### config.mk
export PLATFORM = sky130hd
export DESIGN_NAME = utf8_to_code_point_decoder_core
export DESIGN_NICKNAME = d
export VERILOG_FILES = /design/src/hdl/u8cp_pkg.sv /design/src/hdl/u8cp_in_reg.sv /design/src/hdl/u8cp_decode.sv /design/src/hdl/u8cp_out_reg.sv /design/src/hdl/utf8_to_code_point_decoder_core.sv
export SDC_FILE = /design/constraint.sdc
export NUM_CORES = 1
export LEC_CHECK = 0
export BUFFER_PORTS_ARGS = -buffer_cell sky130_fd_sc_hd__buf_2
export CAP_MARGIN = 10
export CORE_ASPECT_RATIO = 0.75
export CORE_MARGIN = 3
export CORE_UTILIZATION = 50
export DETAILED_ROUTE_END_ITERATION = 8
export PLACE_DENSITY_LB_ADDON = 0.3
export SYNTH_ARGS = -nofsm -noshare
export SYNTH_HDL_FRONTEND = slang
export SYNTH_SLANG_ARGS = --single-unit
export TNS_END_PERCENT = 10
### constraint.sdc
create_clock -name i_clk -period 2 [get_ports i_clk]
set_input_delay 0.4 -clock i_clk [delete_from_list [all_inputs] [get_ports i_clk]]
set_output_delay 0.4 -clock i_clk [all_outputs]
set_load 0.03 [all_outputs]
### src/hdl/u8cp_pkg.sv
package u8cp_pkg;

    localparam int unsigned BYTE_W = 8;
    localparam int unsigned CP_W   = 21;
    localparam int unsigned CNT_W  = 2;
    localparam int unsigned TDATA_OUT_W = 24;

    localparam logic [CP_W-1:0] REPLACEMENT_CP = 21'h00FFFD;

    typedef enum logic [2:0] {
        LEAD_ASCII   = 3'd0,
        LEAD_TWO     = 3'd1,
        LEAD_THREE   = 3'd2,
        LEAD_FOUR    = 3'd3,
        LEAD_INVALID = 3'd4
    } t_lead_kind;

    typedef struct packed {
        logic              valid;
        logic [BYTE_W-1:0] text_byte;
        logic              end_of_text;
    } t_in_word;

    typedef struct packed {
        logic            valid;
        logic [CP_W-1:0] code_point;
        logic            final_code_point;
    } t_result;

    function automatic t_lead_kind lead_kind(input logic [BYTE_W-1:0] b);
        t_lead_kind k;
        case (b[7:3]) inside
            5'b0????: k = LEAD_ASCII;
            5'b110??: k = LEAD_TWO;
            5'b1110?: k = LEAD_THREE;
            5'b11110: k = LEAD_FOUR;
            default:  k = LEAD_INVALID;
        endcase
        return k;
    endfunction

endpackage

### src/hdl/u8cp_in_reg.sv
module u8cp_in_reg (
    input  logic               i_clk,
    input  logic               i_rst_n,
    input  logic               i_valid,
    output logic               o_ready,
    input  logic [7:0]         i_byte,
    input  logic               i_last,
    input  logic               i_advance,
    output u8cp_pkg::t_in_word o_word
);
    import u8cp_pkg::*;

    t_in_word r_word;
    t_in_word n_word;

    assign o_ready = !r_word.valid || i_advance;
    assign o_word  = r_word;

    always_comb begin
        n_word = r_word;
        if (o_ready) begin
            n_word.valid       = i_valid;
            n_word.text_byte   = i_byte;
            n_word.end_of_text = i_last;
        end
    end

    always_ff @(posedge i_clk) begin
        if (!i_rst_n) begin
            r_word.valid <= 1'b0;
        end else begin
            r_word.valid <= n_word.valid;
        end
        r_word.text_byte   <= n_word.text_byte;
        r_word.end_of_text <= n_word.end_of_text;
    end

endmodule

### src/hdl/u8cp_decode.sv
module u8cp_decode (
    input  logic               i_clk,
    input  logic               i_rst_n,
    input  u8cp_pkg::t_in_word i_word,
    input  logic               i_advance,
    output u8cp_pkg::t_result  o_result
);
    import u8cp_pkg::*;

    logic [CNT_W-1:0] r_expected;
    logic [CNT_W-1:0] n_expected;
    logic [CP_W-1:0]  r_partial;
    logic [CP_W-1:0]  n_partial;
    logic             r_discard;
    logic             n_discard;
    logic [CNT_W-1:0] cnt_dec;
    logic [CP_W-1:0]  shifted;
    logic             eot;
    logic [7:0]       b;

    assign b       = i_word.text_byte;
    assign eot     = i_word.end_of_text;
    assign cnt_dec = r_expected - CNT_W'(1);
    assign shifted = {r_partial[CP_W-7:0], b[5:0]};

    always_comb begin
        n_expected = r_expected;
        n_partial  = r_partial;
        n_discard  = r_discard;
        o_result.valid            = 1'b0;
        o_result.code_point       = REPLACEMENT_CP;
        o_result.final_code_point = 1'b1;
        if (r_discard) begin
            n_discard = !eot;
        end else if (r_expected != '0) begin
            // continuation word
            n_expected = cnt_dec;
            n_partial  = shifted;
            if (cnt_dec == '0) begin
                o_result.valid            = 1'b1;
                o_result.code_point       = shifted;
                o_result.final_code_point = eot;
                n_partial                 = '0;
            end else if (eot) begin
                o_result.valid = 1'b1;
                n_expected     = '0;
                n_partial      = '0;
            end
        end else begin
            unique case (lead_kind(b))
                LEAD_ASCII: begin
                    o_result.valid            = 1'b1;
                    o_result.code_point       = CP_W'(b);
                    o_result.final_code_point = eot;
                end
                LEAD_TWO: begin
                    n_expected = CNT_W'(1);
                    n_partial  = CP_W'(b[4:0]);
                end
                LEAD_THREE: begin
                    n_expected = CNT_W'(2);
                    n_partial  = CP_W'(b[3:0]);
                end
                LEAD_FOUR: begin
                    n_expected = CNT_W'(3);
                    n_partial  = CP_W'(b[2:0]);
                end
                default: begin
                    o_result.valid = 1'b1;
                    n_discard      = !eot;
                end
            endcase
            // string ends on a lead word
            if (eot && n_expected != '0) begin
                o_result.valid = 1'b1;
                n_expected     = '0;
                n_partial      = '0;
            end
        end
        if (!i_word.valid) begin
            o_result.valid = 1'b0;
        end
    end

    always_ff @(posedge i_clk) begin
        if (!i_rst_n) begin
            r_expected <= '0;
            r_partial  <= '0;
            r_discard  <= 1'b0;
        end else if (i_advance) begin
            r_expected <= n_expected;
            r_partial  <= n_partial;
            r_discard  <= n_discard;
        end
    end

endmodule

### src/hdl/u8cp_out_reg.sv
module u8cp_out_reg (
    input  logic                        i_clk,
    input  logic                        i_rst_n,
    input  logic                        i_advance,
    input  u8cp_pkg::t_result           i_result,
    output logic                        o_valid,
    input  logic                        i_ready,
    output logic [u8cp_pkg::CP_W-1:0]   o_code_point,
    output logic                        o_last,
    output logic                        o_free
);
    import u8cp_pkg::*;

    t_result r_res;

    assign o_free       = !r_res.valid || i_ready;
    assign o_valid      = r_res.valid;
    assign o_code_point = r_res.code_point;
    assign o_last       = r_res.final_code_point;

    always_ff @(posedge i_clk) begin
        if (!i_rst_n) begin
            r_res.valid <= 1'b0;
        end else if (o_free) begin
            r_res.valid <= i_advance && i_result.valid;
        end
        if (o_free) begin
            r_res.code_point       <= i_result.code_point;
            r_res.final_code_point <= i_result.final_code_point;
        end
    end

endmodule

### src/hdl/utf8_to_code_point_decoder_core.sv
// UTF-8 decoder: takes one byte of a string per word and returns a 21-bit code
// point when a sequence completes, with tlast on the string's last code point.
// An invalid lead byte, or a string that ends inside a sequence, returns U+FFFD
// with tlast set; after an invalid lead the rest of the string is dropped.
// Continuation bytes are not checked, and overlong forms and surrogates pass.
// One byte is taken every clock unless the result register is held back; a result passes
// the input register, then the result register, and is set by the one decode stage between.
module utf8_to_code_point_decoder_core (
    input  logic        i_clk,
    input  logic        i_rst_n,
    input  logic        s_axis_tvalid,
    output logic        s_axis_tready,
    input  logic [7:0]  s_axis_tdata,   // [7:0] text_byte
    input  logic        s_axis_tlast,   // end_of_text
    output logic        m_axis_tvalid,
    input  logic        m_axis_tready,
    output logic [23:0] m_axis_tdata,   // [20:0] code_point, [23:21] zero
    output logic        m_axis_tlast    // final_code_point
);
    import u8cp_pkg::*;

    t_in_word        in_word;
    t_result         result;
    logic            advance;
    logic            out_free;
    logic [CP_W-1:0] code_point;

    assign advance = in_word.valid && out_free;
    assign m_axis_tdata = {{(TDATA_OUT_W-CP_W){1'b0}}, code_point};

    u8cp_in_reg u_in_reg (
        .i_clk     (i_clk),
        .i_rst_n   (i_rst_n),
        .i_valid   (s_axis_tvalid),
        .o_ready   (s_axis_tready),
        .i_byte    (s_axis_tdata),
        .i_last    (s_axis_tlast),
        .i_advance (advance),
        .o_word    (in_word)
    );

    u8cp_decode u_decode (
        .i_clk     (i_clk),
        .i_rst_n   (i_rst_n),
        .i_word    (in_word),
        .i_advance (advance),
        .o_result  (result)
    );

    u8cp_out_reg u_out_reg (
        .i_clk        (i_clk),
        .i_rst_n      (i_rst_n),
        .i_advance    (advance),
        .i_result     (result),
        .o_valid      (m_axis_tvalid),
        .i_ready      (m_axis_tready),
        .o_code_point (code_point),
        .o_last       (m_axis_tlast),
        .o_free       (out_free)
    );

endmodule

==> key figures <==
STA
  – Setup-failing EPs final: 0
  – Number of pins exceeding their max-slew limit in the final report: 0
  – Fmax achieved: roughly 540 MHz
  – Minimum period implied by the final worst setup slack: 1840 ps
  – Count of endpoints failing hold in the final timing report: 0
  – Setup skew after layout: 3.13 ps
  – Setup repair after global routing missed its margin: false
  – Period Utilization, post-route: 91.8%
  – Final-layout setup total negative slack: 0 ps

Clock tree
  – CTS tree: built
  – Number of gates resized after CTS: 0
  – Clk buf depth: 2
  – H-tree lvl count: 2
  – Number of buffers created by CTS: 5
  – Root buffer cell: clkbuf_8
  – Hold-fix buffers, CTS: 0
  – # clock sinks: 51
  – Number of buffers inserted to repair setup after CTS: 0
  – Latest clock arrival within the worst-skew pair: 300 ps
  – Clock slew at the register clock pins of the worst setup and hold paths: 90 ps

Power and ir drop
  – Sw Ratio: roughly 29%
  – Share of total power in sequential cells: 56.3%
  – Power density relative to cell area: 839 nW/um^2
  – Internal Dissipation: between 1.5 and 2 mW
  – Clock power share: between 20% and 30%
  – Net switching power figure: approximately 0.63 mW
  – Max VDD drop: 0.000489 V
  – Static leakage power: 1.02 nW
  – Combinational group share of total power: 17.9%

Die
  – Core area: 4230 sq um
  – Vert. Die Dim: about 65 microns
  – Top-level port count: 40
  – Width of the chip: 84.0 microns
  – Full die area: 5420 sq um
  – FP Rows: 20
  – Starting Density: between 50% and 60%

Synthesis
  – Post-synth top area cell: edfxtp_1
  – Share of synthesized flip-flops with an asynchronous set or reset: 0%
  – Count of state elements after synthesis: 51
  – Count of flip-flops with a built-in enable after synthesis: 31
  – Sequential fraction of the synthesis area: between 50 and 60%
  – Synth Warn #: 0
  – Primary FF master, synth: edfxtp_1
  – Total standard cell area after synthesis: 2280 sq um
  – Count of different cell masters after synthesis: 42
  – Area contributors post-synth: edfxtp_1, dfxtp_1, o21ai_0, nand2_1, a32oi_1
  – Fraction of post-synthesis cell area in the top cell type by area: 40.8%
  – Gate count after technology mapping: a little over 200
  – Syn avg cell area: 11.0 sq um

Layout
  – Growth of design area from synthesis to finish: 14.8%
  – Fraction of final layout cells sized beyond drive strength 1: 27.3%
  – Post-Layout Cell Count: 300
  – Final Net Count: 259
  – Ant diodes: 0

Detailed routing
  – Number of design rule violations left after detail routing: 0
  – Via count normalized by instance count: 5.73
  – First-iteration detailed-routing DRC count: 167
  – Antenna Violating Nets Remaining: 0
  – Routed vias: 1719
  – Detailed Routing Iterations Pass 1: 4
  – Final wirelength: roughly 4500 microns
  – Avg WL per Cell: 15.2 microns

Worst setup path
  – Depth of the most critical reg-to-reg path: 5
  – Delay of the slowest cell on the worst path: 400 ps
  – Capture instance of the worst register-to-register path: u_out_reg.o_code_point[4]
  – Worst Setup End Kind: flop
  – Crit path required time: 2050 ps
  – Worst reg2reg path startpoint: u_decode.r_expected[0]
  – Type of the setup path with the least slack: reg -> reg
  – Worst setup path start: u_decode.r_expected[0]
  – Kind of start point of the critical path: flop
  – Reg-to-reg slack, setup: 160 ps
  – Crit path cell chain: inv_1 > ha_2 > nor2_1 > a211o_1 > or2_2
  – Largest fanout on the critical path: 15
  – Endpoint arrival time on the critical path: ~1900 ps
  – Critical-path top delay cell: a211o_1

Global routing
  – Total gr overflow: 0
  – Via count of the first global-routing pass: 1541
  – Maximum number of pins on one net before global-route repair: 25
  – Global-route wire length before repair: roughly 7500 microns
  – Initial antenna violation count: 0
  – All-layer global routing usage: between 15 and 20%

Worst hold path
  – Path category of the worst min-delay check: in -> reg
  – Worst Min Path Start: s_axis_tdata[3]
  – Hold path endpoint: u_in_reg.o_word[4]
  – Worst hold stages: 1

Status
  – Result of the run: finished clean

Placement
  – DP Wirelength: 3200 microns
  – Quantity of I/O buffers inserted on ports: 36
  – Weighted congestion reported at the end of routability-driven placement: 0.872
  – Cell count after placement: 292

Flow run
  – Reported max-cap violation count: 0
worst max path at each step:
stage,to,slack (ps),cells past startpoint
global placement,u_out_reg.o_code_point[2],130,5
detailed placement,u_out_reg.o_code_point[4],70,5
floorplan,u_decode.r_partial[10],230,7
global route,u_decode.r_partial[14],30,7
CTS,u_out_reg.o_code_point[4],60,5
finish,u_out_reg.o_code_point[4],160,5
worst max-delay path: cells and delay by family (launching register included):
family / cells / cell delay, ps
adder cells (fa/ha/maj): 1 / 320
buffers and inverters: 1 / 90
flip-flops: 1 / 360
AO/OA/AOI/OAI: 1 / 400
AND/OR/NAND/NOR: 2 / 420
final cells by class:
class                   count  area (sq um)
well taps                  55          68.8
multi-input cells         138           868
inverters                   4          16.3
flip-flops and latches     51          1330
clock buffers               6          72.6
fillers                   350          1610
clock inverters             2          12.5
repair buffers             44           253
Yosys cell counts (2+ instances only):
cell type  instances
edfxtp_1          31
nand2_1           26
dfxtp_1           20
o21ai_0           20
a32oi_1           10
a21oi_1            9
nand2b_1           8
or2_2              8
a21o_1             7
clkbuf_1           6
and2_1             5
buf_2              5
nor2_1             5
nand3_1            4
nor2b_1            4
a31oi_1            3
buf_4              3
inv_1              3
nand4b_1           3
o211ai_1           3
ha_1               2
nand4_1            2
state kept, by name, indices dropped and copies added (netlist names):
name                    count
u_decode.r_discard          1
u_decode.r_expected         2
u_decode.r_partial         15
u_out_reg.o_valid           1
u_in_reg.o_word            10
u_out_reg.o_last            1
u_out_reg.o_code_point     21
metrics by stage:
stage	power (mW)	hold slack [ps]	setup WS, ps	instance area (sq um)	utilization, %
after floorplan	1.55	437	233	2290	-
after global placement	1.65	454	131	2530	59.8
after detailed placement	1.65	465	66.4	2530	59.8
after CTS	2.20	262	57.4	2610	61.8
after global routing	2.30	249	31.0	2620	62.0
final	2.20	269	164	2620	62.0
cells in the final DEF (no fill, tap or decap), drive strengths merged, types with 4 or more instances in the layout:
master	n
buf	44
o21ai	21
nand3	4
a21oi	10
or2	8
edfxtp	31
clkbuf	6
nor2	5
nor2b	4
and2	6
a21o	7
dfxtp	20
a32oi	10
nand2	26
nand2b	8
cell families (layout without fill, tap and decap cells):
group,after synthesis,in the layout,share of synthesized area [%]
AND/OR/NAND/NOR,70,70,17.3
buffers and inverters,20,56,4.44
other,1,3,0.164
adder cells (fa/ha/maj),2,2,1.10
AO/OA/AOI/OAI,63,63,18.7
flip-flops,51,51,58.3
power by group through the flow:
stage | registers [mW] | logic (mW) | clock network, mW
after floorplan | 1.37 | 0.178 | 0
after global placement | 1.26 | 0.384 | 0
after detailed placement | 1.26 | 0.388 | 0
after CTS | 1.24 | 0.389 | 0.574
after global routing | 1.25 | 0.426 | 0.631
final | 1.24 | 0.395 | 0.568
layer usage:
metal	share of wire, %	vias to the layer above	GRT usage [%]
met3	11	11	5.34
li1	-	828	-
met2	41	102	22.5
met1	47	778	27.3
met5	0	-	0
met4	1.7	0	6.63
Note: power is estimated with default switching activity, not from simulation.
